$ cat src/sv/grid_signal_propagation_macros.svh
// assertion macros for the grid signal propagation block
// expects clk_i and rst_ni in the scope of the module that uses them
`ifndef GRID_SIGNAL_PROPAGATION_MACROS_SVH
`define GRID_SIGNAL_PROPAGATION_MACROS_SVH

// property must hold at every clock edge outside reset
`define GSP_ASSERT(lbl, prop, msg) \
  lbl: assert property (@(posedge clk_i) disable iff (!rst_ni) (prop)) else $error(msg);

// condition must never be seen outside reset
`define GSP_ASSERT_NEVER(lbl, cond, msg) \
  lbl: assert property (@(posedge clk_i) disable iff (!rst_ni) !(cond)) else $error(msg);

`endif

$ cat src/sv/gsp_pkg.sv
// shared types and constants for the grid signal propagation block
// no dependencies
package gsp_pkg;

  localparam int GridRows  = 32;
  localparam int GridCols  = 32;
  localparam int CellCount = GridRows * GridCols;
  localparam int RowIdxW   = $clog2(GridRows);
  localparam int ColIdxW   = $clog2(GridCols);
  localparam int CntW      = $clog2(CellCount);

  localparam logic [2:0] KEmpty   = 3'd0;
  localparam logic [2:0] KWireOff = 3'd1;
  localparam logic [2:0] KWireOn  = 3'd2;
  localparam logic [2:0] KSource  = 3'd3;
  localparam logic [2:0] KLampOff = 3'd4;
  localparam logic [2:0] KLampOn  = 3'd5;

  typedef enum logic [1:0] {
    REQ_WRITE = 2'd0,
    REQ_READ  = 2'd1,
    REQ_TICK  = 2'd2,
    REQ_CLEAR = 2'd3
  } req_e;

  typedef enum logic [1:0] {
    ST_IDLE,
    ST_EXEC,
    ST_READ,
    ST_PROP
  } state_e;

  typedef struct packed {
    logic clear;
    logic unpower;
    logic step;
  } cell_ctl_t;

  typedef struct packed {
    cell_ctl_t cell_ctl;
    logic      write;
    logic      load_row;
    logic      respond;
  } gsp_cmd_t;

endpackage

$ cat src/sv/gsp_ctrl.sv
// request sequencer: write, read, clear and tick propagation steps
// depends on gsp_pkg and grid_signal_propagation_macros.svh
module gsp_ctrl (
  input  logic             clk_i,
  input  logic             rst_ni,
  input  logic             start,
  input  logic             run_mode_i,
  input  gsp_pkg::req_e    req_i,
  output logic             busy,
  output gsp_pkg::gsp_cmd_t cmd_o
);
  import gsp_pkg::*;
  `include "grid_signal_propagation_macros.svh"

  state_e            state_q, state_d;
  logic [CntW-1:0]   cnt_q, cnt_d;
  logic              last_step;
  logic              cmd_clash;

  assign last_step = (cnt_q == CntW'(CellCount - 1));

  always_comb begin
    state_d = state_q;
    unique case (state_q)
      ST_IDLE: if (start) state_d = ST_EXEC;
      ST_EXEC: begin
        if (req_i == REQ_READ) state_d = ST_READ;
        else if (req_i == REQ_TICK && run_mode_i) state_d = ST_PROP;
        else state_d = ST_IDLE;
      end
      ST_READ: state_d = ST_IDLE;
      ST_PROP: if (last_step) state_d = ST_IDLE;
      default: state_d = ST_IDLE;
    endcase
  end

  always_comb begin
    cmd_o = '0;
    cnt_d = cnt_q;
    unique case (state_q)
      ST_IDLE: ;
      ST_EXEC: begin
        cnt_d                  = '0;
        cmd_o.write            = (req_i == REQ_WRITE);
        cmd_o.cell_ctl.clear   = (req_i == REQ_CLEAR);
        cmd_o.load_row         = (req_i == REQ_READ);
        cmd_o.cell_ctl.unpower = (req_i == REQ_TICK) && run_mode_i;
        cmd_o.respond          = (req_i == REQ_WRITE) || (req_i == REQ_CLEAR) ||
                                 ((req_i == REQ_TICK) && !run_mode_i);
      end
      ST_READ: cmd_o.respond = 1'b1;
      ST_PROP: begin
        cmd_o.cell_ctl.step = 1'b1;
        cmd_o.respond       = last_step;
        cnt_d               = cnt_q + 1'b1;
      end
      default: ;
    endcase
  end

  always_ff @(posedge clk_i or negedge rst_ni) begin
    if (!rst_ni) begin
      state_q <= ST_IDLE;
      cnt_q   <= '0;
    end else begin
      state_q <= state_d;
      cnt_q   <= cnt_d;
    end
  end

  assign busy = (state_q != ST_IDLE);

  assign cmd_clash = (cmd_o.write && cmd_o.cell_ctl.clear) ||
                     (cmd_o.cell_ctl.step && cmd_o.cell_ctl.unpower);

  `GSP_ASSERT(a_accept_busy, (start && !busy) |=> (state_q == ST_EXEC), "accept not taken")
  `GSP_ASSERT(a_prop_ends, (state_q == ST_PROP && last_step) |=> (state_q == ST_IDLE), "tick overrun")
  `GSP_ASSERT_NEVER(a_one_cmd, cmd_clash, "conflicting cell commands")

endmodule

$ cat config.mk
export PLATFORM = sky130hd
export DESIGN_NAME = gsp_ctrl
export DESIGN_NICKNAME = d
export VERILOG_FILES = /design/src/sv/gsp_pkg.sv /design/src/sv/gsp_ctrl.sv
export VERILOG_INCLUDE_DIRS = /design/src /design/src/sv
export SDC_FILE = /design/constraint.sdc
export NUM_CORES = 1
export LEC_CHECK = 0
export BUFFER_PORTS_ARGS = -buffer_cell sky130_fd_sc_hd__clkbuf_2
export CORE_MARGIN = 2
export CORE_UTILIZATION = 35
export CTS_CLUSTER_DIAMETER = 100
export DETAILED_ROUTE_END_ITERATION = 12
export PLACE_DENSITY_LB_ADDON = 0.3
export REMOVE_ABC_BUFFERS = 1
export SYNTH_ARGS = -nofsm -noshare
export SYNTH_HDL_FRONTEND = slang
export SYNTH_SLANG_ARGS = --single-unit
$ cat constraint.sdc
create_clock -name clk_i -period 3.97 [get_ports clk_i]
set_input_delay 0.1985 -clock clk_i [delete_from_list [all_inputs] [get_ports clk_i]]
set_output_delay 0.1985 -clock clk_i [all_outputs]
set_load 0.02 [all_outputs]
Word-level counts from Yosys, hierarchy flattened --
Cells that the tools add are included.
Storage, ports and cells: register bits 12, output and inout bits 7, input port bits 6, word-level logic and storage cells 32
Operators by class: reductions and logical operators 10, eq/ne operators 9, add/sub/neg operators 1, mux-type cells 10
Operator list (number):
- 10-bit one-hot mux with 2 select lines | 1
- 2-bit two-way mux | 6
- 10-bit by 1-bit adder with 10-bit output (second input constant) | 1
- 10-bit == test (second input constant) | 1
- 2-bit == test (second input constant) | 4
- 2-bit one-hot mux with 4 select lines | 1
- 2-bit by 1-bit == test with 1-bit output (second input constant) | 2
- 2-bit logical NOT | 2
- 2-bit != test (second input constant) | 2
- 2-bit nonzero test | 2
- 1-bit one-hot mux with 3 select lines | 1
- 1-bit logical AND | 2
- 1-bit logical OR | 2
- 2-bit AND reduction | 1
- 1-bit logical NOT | 1
- 1-bit two-way mux | 1

Logic depth before layout (Yosys ltp) --
word-level depth 5, depth in mapped cells 5, mapped depth without buffers 5

Worst setup path after synthesis --
OpenSTA, ideal clock, no wires.
path kind reg2out, start register cnt_q[0], end output cmd_o[0] (netlist name), buffers on the path 0, setup slack 2.360 ns, stages on the path, launching flop included 5, data arrival time 1.412 ns, required time 3.772 ns, path through dfrtp_1 -> ha_1 -> nand3_2 -> nor4_1 -> o22a_1
RTL lines:
- start: declaration | line gsp_ctrl.sv:16 | logic [CntW-1:0] cnt_q, cnt_d;
- start signal: assignment | line gsp_ctrl.sv:67 | cnt_q <= cnt_d;
- end: declaration | line gsp_ctrl.sv:10 | output gsp_pkg::gsp_cmd_t cmd_o

==> flow_summary.toml <==
[sta]
timing.final.max_slew_violations = 0
unrepaired_setup_endpoints_after_global_routing = "no"
fin_worst_hold_slack_ps = 232
maxSlewHeadroom = 0.654
finalSetupTns_ps = 0
final-hold-violation-count = 0
worst-slew-pin-transition_ps = 514
finalSetupViolCount = 0
setup_skew_ps = 3.58
final_cycle_share = 0.550
finalWorstPathRequiredPeriod_ps = 2180
fin_ws_ps = 1790
maxClockFrequency_ghz = 0.458

[pwr]
share_clk_of_total_power = 0.232
ir_worst_vdd_v = 0.000200
power.total_mw = 0.326
p_sw_frac = 0.378
cellPowerDensity_nw_per_um2 = 381
internal_power_mw = 0.203
share_seq_of_total_power = 0.482
leakage_nw = 0.422
net_sw_power_mw = 0.123
power_frac_comb = 0.286

[floorplan]
top_level_ports = 13
fp.dieH_um = 50.0
core_area_um2 = 1980
num_rows = 16
die_area_um2 = 2500
die_wd_um = 50.0
initial_utilization = 0.374

[setup_path]
critPathArrivalTime_ps = 1980
end_kind = "primary output"
cpLargestDelayFamily = "simple AND/OR/NAND/NOR gates"
critPathMaxStageDelay_ps = 510
worstSetupStartpointType = "flip-flop"
cp_data_required_time_ps = 3770
crit_buf_inv = 1
setup.worst_path.start = "cnt_q[0]"
slowest_stage_cell_cp = "nor4_1"
startpoint_of_the_worst_register_to_register_path = "cnt_q[0]"
worst-setup-path-type = "flip-flop to primary output"
critPathMaxFanout = 6
cp_cell_sequence = "ha_1 > nand3_2 > nor4_1 > o22a_1 > clkbuf_2"

[clock_tree]
post_cts_clock_slew_at_the_launch_and_capture_registers_of_the_worst_setup_and_hold_paths_ps = 70
cts_buffer_depth = 2
root_buffer = "clkbuf_4"
htree_num_levels = 1
cts_sinks = 12
post-cts-setup-buffer-count = 0
clock_insertion_delay_worst_skew_ps = 270
cts_buffers = 3
tritoncts = "yes"

[global_route]
wire_length_of_the_first_global_routing_pass_um = 2790
antenna_found_initial = 0
pin_count_of_the_biggest_net_entering_global_routing = 14
vias_in_the_first_global_route = 625
track_usage = 0.150
grt_total_ovfl = 0

[status]
status = "finished, final reports clean"

[detailed_routing]
wl_per_cell_um = 13.0
firstDrtPassIters = 4
detail-route-antenna-nets = 0
route.vias.total = 636
drt-initial-drc-count = 12
post_drt_via_cell_ratio = 5.34
route.detailed.drc = 0
drt_wl_total_um = 1550

[placement]
placement.setup.worst_slack_ps = 2090
dpl.cell_count = 115
gp_congestion = 0.750
placedInstanceArea_um2 = 825
port_buffers = 12
hpwl_um = 1190

[finish]
areaGrowthSynthToFinish_pct = 15.7
num-nets-final = 105
final_layout_size_suffix_gt1_frac = 0.185
seqCellArea_um2 = 300
final.fill_count = 192
postLayoutCellArea_um2 = 857
antenna_cells_inserted = 0
finalNonFillerCells = 119
multiInputGateArea_um2 = 404
final_core_util = 0.432

[synth]
netlist_top_cells_area = "dfrtp_1 41%, ha_1 8.4%, mux2i_1 4.1%, nand2_1 4.1%, o2bb2ai_1 3.5%"
async_set_or_reset_flop_fraction_in_the_synthesized_netlist = 1.00
post-synth-top-area-fraction = 0.405
synthMostInstantiatedCell = "dfrtp_1"
number_of_synthesized_flops_with_an_enable_pin = 0
synth_seq_cells = 12
number_of_warning_messages_in_the_yosys_log = 0
avgSynthCellArea_um2 = 9.50
synth.largest_area_cell = "dfrtp_1"
synthDistinctLibCells = 30
netlist_area_before_placement_um2 = 741
synth_top_flop_cell = "dfrtp_1"
synth.yosys.seq_area_share = 0.405
syn_inst = 78
leading_cell_types_by_count_after_synthesis = "12 x dfrtp_1, 8 x nand2_1, 6 x inv_1"

[worst_hold_path]
hp-class = "input port to flip-flop"
holdCritStartpoint = "start"

[run]
number_of_max_cap_violations = 0
==> timing repair <==
action | 4_1_cts | 5_1_grt
endpoints found under the hold margin | 12 | 0
gates resized for setup | 0 | 0
hold buffers | 1 | 0
==> cell families (layout without fill, tap and decap cells) <==
group	count (synthesis)	in the layout	share of synthesized area
multiplexers	3	3	0.0405
flip-flops	12	12	0.405
buffers and inverters	9	23	0.0490
AND/OR/NAND/NOR	29	29	0.238
AO/OA/AOI/OAI	20	20	0.182
adder cells (fa/ha/maj)	5	5	0.0845
==> worst paths after layout <==
path                         endpoint  cells past startpoint  slack [ps]
max                          cmd_o[0]                      5        1790
min                        state_q[0]                      3         230
max reg2reg                state_q[1]                      4        2360
min reg2reg                  cnt_q[0]                      1         550
max in group asynchronous    cnt_q[2]                      2        3410
min in group asynchronous    cnt_q[4]                      2         330
==> registers in the layout, summed over array words and instances (netlist names) <==
signal and count:
cnt_q 10, state_q 2
==> placed cells by master (no fill, tap or decap), types with 2 or more instances in the layout <==
master | synthesis | routed
dfrtp_1 | 12 | 12
clkbuf_2 | 0 | 12
nand2_1 | 8 | 8
inv_1 | 6 | 6
a21oi_1 | 5 | 5
ha_1 | 5 | 5
and3_1 | 4 | 4
a211oi_1 | 3 | 3
or4_1 | 3 | 3
o21ai_0 | 3 | 3
mux2i_1 | 3 | 3
o2bb2ai_1 | 3 | 3
clkbuf_4 | 0 | 3
o31ai_1 | 2 | 2
or3_1 | 2 | 2
nand3_1 | 2 | 2
==> per-layer routing <==
metal | GRT usage | share of wire
met1 | 0.193 | 0.51
met2 | 0.228 | 0.44
met3 | 0.0273 | 0.027
met4 | 0.0972 | 0.023
met5 | 0 | 0
==> worst register-to-register path: stages (launching register included) <==
cell and delay (ps):
dfrtp_1 420, ha_1 230, nand3_2 150, nor4_1 510, a211oi_1 160
==> power by group through the flow <==
stage                     sequential (mW)  combinational, mW  clock (mW)
after CTS                           0.157             0.0943      0.0780
after global placement              0.159             0.0925           0
after global routing                0.162              0.103      0.0832
after floorplan                     0.153             0.0646           0
after detailed placement            0.159             0.0931           0
final                               0.157             0.0933      0.0758
==> final cells by class <==
cell class / instances / share of cell area
clock buffers: 3 / 0.0263
multi-input cells: 57 / 0.472
flip-flops and latches: 12 / 0.350
well taps: 27 / 0.0394
inverters: 7 / 0.0307
repair buffers: 13 / 0.0818
No activity file was read; power rests on OpenSTA's default activity.
