## config.mk

```make
export PLATFORM = sky130hd
export DESIGN_NAME = gsp_cell
export DESIGN_NICKNAME = d
export VERILOG_FILES = /design/src/sv/grid_signal_propagation_macros.svh /design/src/sv/gsp_pkg.sv /design/src/sv/gsp_cell.sv
export SDC_FILE = /design/constraint.sdc
export NUM_CORES = 1
export LEC_CHECK = 0
export BUFFER_PORTS_ARGS = -buffer_cell sky130_fd_sc_hd__buf_2
export CORE_AREA = 2 2 39 41
export CTS_CLUSTER_DIAMETER = 50
export DETAILED_ROUTE_END_ITERATION = 12
export DIE_AREA = 0 0 41 43
export PLACE_DENSITY = 0.46
export SYNTH_ARGS = -nofsm -noshare
export SYNTH_HDL_FRONTEND = slang
export SYNTH_SLANG_ARGS = --single-unit
```

## constraint.sdc

```tcl
create_clock -name clk_i -period 1.6 [get_ports clk_i]
set_input_delay 0.16 -clock clk_i [delete_from_list [all_inputs] [get_ports clk_i]]
set_output_delay 0.16 -clock clk_i [all_outputs]
set_load 0.1 [all_outputs]
```

## src/sv/grid_signal_propagation_macros.svh

```systemverilog
// assertion macros for the grid signal propagation block
// expects clk_i and rst_ni in the scope of the module that uses them
`ifndef GRID_SIGNAL_PROPAGATION_MACROS_SVH
`define GRID_SIGNAL_PROPAGATION_MACROS_SVH

// property must hold at every clock edge outside reset
`define GSP_ASSERT(lbl, prop, msg) \
  lbl: assert property (@(posedge clk_i) disable iff (!rst_ni) (prop)) else $error(msg);

// condition must never be seen outside reset
`define GSP_ASSERT_NEVER(lbl, cond, msg) \
  lbl: assert property (@(posedge clk_i) disable iff (!rst_ni) !(cond)) else $error(msg);

`endif

```

## src/sv/gsp_pkg.sv

```systemverilog
// shared types and constants for the grid signal propagation block
// no dependencies
package gsp_pkg;

  localparam int GridRows  = 32;
  localparam int GridCols  = 32;
  localparam int CellCount = GridRows * GridCols;
  localparam int RowIdxW   = $clog2(GridRows);
  localparam int ColIdxW   = $clog2(GridCols);
  localparam int CntW      = $clog2(CellCount);

  localparam logic [2:0] KEmpty   = 3'd0;
  localparam logic [2:0] KWireOff = 3'd1;
  localparam logic [2:0] KWireOn  = 3'd2;
  localparam logic [2:0] KSource  = 3'd3;
  localparam logic [2:0] KLampOff = 3'd4;
  localparam logic [2:0] KLampOn  = 3'd5;

  typedef enum logic [1:0] {
    REQ_WRITE = 2'd0,
    REQ_READ  = 2'd1,
    REQ_TICK  = 2'd2,
    REQ_CLEAR = 2'd3
  } req_e;

  typedef enum logic [1:0] {
    ST_IDLE,
    ST_EXEC,
    ST_READ,
    ST_PROP
  } state_e;

  typedef struct packed {
    logic clear;
    logic unpower;
    logic step;
  } cell_ctl_t;

  typedef struct packed {
    cell_ctl_t cell_ctl;
    logic      write;
    logic      load_row;
    logic      respond;
  } gsp_cmd_t;

endpackage

```

## src/sv/gsp_cell.sv

```systemverilog
// one grid cell: holds its kind and takes power from its four neighbors
// depends on gsp_pkg
module gsp_cell (
  input  logic              clk_i,
  input  logic              rst_ni,
  input  gsp_pkg::cell_ctl_t ctl_i,
  input  logic              we_i,
  input  logic [2:0]        wr_kind_i,
  input  logic [3:0]        nb_pow_i,
  output logic [2:0]        kind_o,
  output logic              pow_o
);
  import gsp_pkg::*;

  logic [2:0] kind_q, kind_d;

  always_comb begin
    kind_d = kind_q;
    priority if (ctl_i.clear) begin
      kind_d = KEmpty;
    end else if (we_i) begin
      kind_d = wr_kind_i;
    end else if (ctl_i.unpower) begin
      if (kind_q == KWireOn) kind_d = KWireOff;
      else if (kind_q == KLampOn) kind_d = KLampOff;
    end else if (ctl_i.step && (|nb_pow_i)) begin
      if (kind_q == KWireOff) kind_d = KWireOn;
      else if (kind_q == KLampOff) kind_d = KLampOn;
    end else begin
      kind_d = kind_q;
    end
  end

  always_ff @(posedge clk_i or negedge rst_ni) begin
    if (!rst_ni) begin
      kind_q <= KEmpty;
    end else begin
      kind_q <= kind_d;
    end
  end

  assign kind_o = kind_q;
  assign pow_o  = (kind_q == KWireOn) || (kind_q == KSource);

endmodule

```

# Word level (Yosys, flattened, before mapping)
# Index checks and enable logic that the tools add are counted.
# totals
ff_bits	3
inputBits	13
output_inout_bits	4
# classes
n_eq_ne	6
mux	8
reduce_logical	6
# op_table
operator	n
3-bit 2-to-1 mux	8
3-bit by 2-bit == test with 1-bit output, second input constant	2
3-bit == test, second input constant	2
5-bit by 1-bit inequality test with 1-bit output, second input constant	1
5-bit nonzero test	1
4-bit nonzero test	1
4-bit OR reduction	1
3-bit by 1-bit == test with 1-bit output, second input constant	1
3-bit AND reduction	1
1-bit logical AND	1
1-bit logical OR	1

# Logic depth before layout (Yosys ltp)
# depth
depth_word	7
mapped_depth	4
ltp_nobuf	4

# Worst setup path after synthesis
# No wires, ideal clock.
# synth_timing
path_type	reg-to-output
start	reg kind_q[1] (netlist: kind_o[1])
end	out pow_o
t_arrival_ns	2.462
slack_ns	-1.022
path_stages_with_launch	2
n_path_buf	0
cell_sequence	dfrtp_1 nor2b_1
# synth_via
elab_chain_len	2
elab_cells_between_ends	3
cone_classes	2 x eq/ne; 1 x reduce/logical
# synth_rtl
element	line_no	rtl
from (decl)	gsp_cell.sv:15	logic [2:0] kind_q, kind_d;
from (signal assigned)	gsp_cell.sv:36	kind_q <= KEmpty;
from (signal assigned)	gsp_cell.sv:38	kind_q <= kind_d;
3-bit by 2-bit == test with 1-bit output	gsp_cell.sv:43	assign pow_o = (kind_q == KWireOn) || (kind_q == KSource);
1-bit logical OR (*)	gsp_cell.sv:43	
to (decl)	gsp_cell.sv:11	output logic pow_o
# Every way passes the cells marked *; elsewhere a longest branch is shown, timed or not.

# Final worst setup path
# layout_timing
start	reg kind_q[2] (netlist: kind_o[2])
end	reg kind_q[1] (netlist: kind_o[1])
# layout_via
elab_chain_len	6
elab_cells_between_ends	13
cone_classes	5 x eq/ne; 6 x mux; 2 x reduce/logical
# layout_rtl
element	line_no	rtl
3-bit by 1-bit == test with 1-bit output	gsp_cell.sv:27	if (kind_q == KWireOff) kind_d = KWireOn;
3-bit 2-to-1 mux	gsp_cell.sv:27	
3-bit 2-to-1 mux	gsp_cell.sv:26	end else if (ctl_i.step && (|nb_pow_i)) begin
3-bit 2-to-1 mux	gsp_cell.sv:23	end else if (ctl_i.unpower) begin
3-bit 2-to-1 mux	gsp_cell.sv:21	end else if (we_i) begin
3-bit 2-to-1 mux	gsp_cell.sv:19	priority if (ctl_i.clear) begin
# Several ways; a longest one is shown, not always the timed one. The select of a mux whose other input is x is not followed.
# A chain may end at the register's enable or synchronous reset.

==> results by stage <==
Logic synthesis:
- The synthesized instance count is 30.
- Synthesis produced a netlist with a net count of 43.
- The flip-flop and latch count after synthesis is 3.
- The Yosys step of the flow raised 0 warnings.
- For this run, the register share of the synthesized area comes to 28.3%.
- The cell area after synthesis is 265 µm².
- In this run, distinct cell masters in the synthesized netlist total 20.
- A synthesized cell averages 8.84 µm².

Finish:
- The count of placed standard cells in the final layout, fillers left out is 68.
- At the end of the flow, the number of nets in the layout was 66.
- The library cell used most frequently in the layout, excluding fill and tap cells, is sky130_fd_sc_hd__buf_2.
- The repair_antennas step left the layout with diodes totalling 0.
- The relative area change from synthesis to final layout is 61.3%.
- The register with the most flip-flops in the layout has 3 of them.
- Summing all non-filler instances in the final layout gives an area of 428 µm².
- The top cell types in the final layout, fill and taps aside, are sky130_fd_sc_hd__buf_2, sky130_fd_sc_hd__nand2_1, sky130_fd_sc_hd__clkbuf_4, sky130_fd_sc_hd__dfrtp_4.
- The share of layout cells above drive strength 1 is 51.9%.
- For this run, the share of the core covered by cells in the final layout is 30.9%.
- The number of filler instances in the final layout is 151.

Critical path:
- The maximum fanout along the worst path is 8.
- The arrival time reported for the critical path endpoint is 1650 ps.
- The kind of end point of the critical path is a flop.
- The stage delay of the slowest cell on the critical path is 510 ps.
- The critical setup path kind is flop to flop.
- The signal on the critical path passes through nand2b_1, or4_1, a21oi_1, mux2_1.
- The data required time of the worst path is 1760 ps.
- The slowest cell on the critical path is sky130_fd_sc_hd__dfrtp_4.
- The number of buffers and inverters on the critical path is 0.
- In this design, the largest share of critical-path delay is due to simple AND/OR/NAND/NOR gates.
- The element type at the critical path start is a flop.

Detailed routing:
- The DRC marker count from the first detailed-route iteration is 5.
- The final wirelength is 659 µm.
- The number of vias after detailed routing is 315.
- The number of iterations in the first detailed-routing pass is 4.
- Dividing the detail-routed via count by the number of cells gives 4.63.
- In the final routed layout, each cell accounts on average for 9.69 µm.
- After detailed routing, the number of remaining DRC violations is 0.
- In this run the remaining antenna-violating nets after routing total 0.

Global routing:
- The first global-routing pass estimated 1020 µm of wire.
- Entering global routing, the biggest net connects 11 pins.
- The via count of the first global-routing pass is 249.
- Global routing consumed, over all layers together, 9.34% of the routing resources.
- For this run the aggregate overflow at the end of global routing stands at 0.
- The number of antenna violations at the first check in global routing is 0.

STA:
- After layout, the minimum clock period comes to 1490 ps.
- The share of the cycle needed by the critical path after routing is 92.8%.
- The worst hold margin is 149 ps.
- The number of max-slew violations in the final report is 0.
- Headroom to the max-slew limit came out at 67.9%.
- Setup repair after global routing left no endpoint under its margin.
- The minimum setup slack in the final design is 115 ps.
- Summed over all failing endpoints, the final setup total negative slack is 0 ps.
- Setup violations remaining at the end of the flow were counted as 0.
- For this run, the top clock speed supported by timing is 673 MHz.
- At the pin with the least slew margin, the transition time is 485 ps.
- Between clock sinks in the finished design, the worst skew comes to 2.45 ps.
- The count of final hold-check violations is 0.

Min path:
- The worst hold path class is input port to flop.

CTS:
- Clock-pin slew was measured on the worst setup and hold paths at 40 ps.
- The number of setup buffers added after CTS is 0.
- The worst-case clock buffer depth is 2.
- The clock latency on the worst-skew pair is 230 ps.
- TritonCTS created 3 clock buffers.
- CTS built an H-tree with a depth of 1.
- CTS placed an instance of sky130_fd_sc_hd__clkbuf_4 at the clock tree root.
- The CTS tree is yes.
- The tree built by TritonCTS fans out to 3 sinks.

Place:
- The congestion estimate from routability-driven global placement came to 0.757.
- Input and output buffers added on the ports amount to 16.
- The number of instances in the placed design is 63.
- The final HPWL from detailed placement is 541 µm.
- The worst-case setup slack after placement is 88.7 ps.
- The post-detailed-placement cell area is 392 µm².

Run:
- The count of maximum capacitance violations is 0.

Die:
- The die is 43 µm tall.
- After floorplanning, the core was divided into 14 placement rows.
- The core region is 1380 µm².
- The floorplan step defined a die boundary enclosing 1760 µm².
- The starting utilization of the core area is 19.2%.
- The die outline width is 41 µm.
- During I/O placement, the number of pins put on the boundary was 17.

Power:
- Summed over all cells, the static leakage comes to 0.190 nW.
- The power per cell area is 888 nW/µm².
- The worst voltage drop across the vdd grid is 0.353 mV.
- The completed layout was analyzed and its total power is 0.380 mW.

Status:
- The run finished with clean final reports.
final cells by class:
| cell class | count | area (µm²) | share of cell area (%) |
|---|---|---|---|
| clock buffers | 4 | 26.3 | 6.14 |
| flip-flops and latches | 3 | 86.3 | 20.2 |
| multi-input cells | 25 | 190 | 44.4 |
| well taps | 16 | 20.0 | 4.68 |
| repair buffers | 18 | 97.6 | 22.8 |
| inverters | 2 | 7.51 | 1.75 |
cell usage after synthesis, drive strengths merged:
master	number	share of area, %
a21o	1	2.8
a21oi	1	1.9
a221oi	2	6.6
a31oi	1	4.7
dfrtp	3	28
inv	2	2.8
mux2	2	8.5
nand2	3	4.2
nand2b	2	4.7
nand3b	1	2.8
nand4b	1	3.3
nor2	1	1.4
nor2b	2	4.7
nor3	2	5.7
o21ai	2	3.8
o311ai	1	3.3
or4	2	7.1
xnor2	1	3.3
timing repair:
action	4_1_cts	5_1_grt
hold endpoints to repair	3	0
gates resized for setup	0	0
hold buffers	1	0
metal layers:
layer | up-vias | part of all wire, % | global-route usage, %
met5 | - | 0 | 0
met4 | 0 | 0 | 8.00
met3 | 0 | 7.3 | 6.28
met2 | 12 | 46 | 11.9
met1 | 145 | 46 | 9.97
li1 | 158 | - | -
cells by family (layout without fill, tap and decap cells):
logic type             count (synthesis)  count (layout)  synth area share, %
buffers and inverters                  2              24                 2.83
XOR/XNOR                               1               1                 3.30
AND/OR/NAND/NOR                       14              14                 34.0
AO/OA/AOI/OAI                          8               8                 23.1
multiplexers                           2               2                 8.49
flip-flops                             3               3                 28.3
final timing paths:
path                                       start                    end  slack [ps]  depth (start not counted)
max                        kind_o[2]$_DFFE_PN0P_  kind_o[1]$_DFFE_PN0P_         110                          4
min                                     ctl_i[2]  kind_o[2]$_DFFE_PN0P_         150                          2
max reg2reg                kind_o[2]$_DFFE_PN0P_  kind_o[1]$_DFFE_PN0P_         110                          4
min reg2reg                kind_o[1]$_DFFE_PN0P_  kind_o[1]$_DFFE_PN0P_         660                          1
max in group asynchronous                 rst_ni  kind_o[0]$_DFFE_PN0P_        1230                          2
min in group asynchronous                 rst_ni  kind_o[1]$_DFFE_PN0P_         250                          2
where the power goes:
part | switching (mW) | internal [mW]
logic | 0.100 | 0.0470
registers | 0.0142 | 0.0881
clock network | 0.0371 | 0.0933
Power figures use the tool's default switching activity.
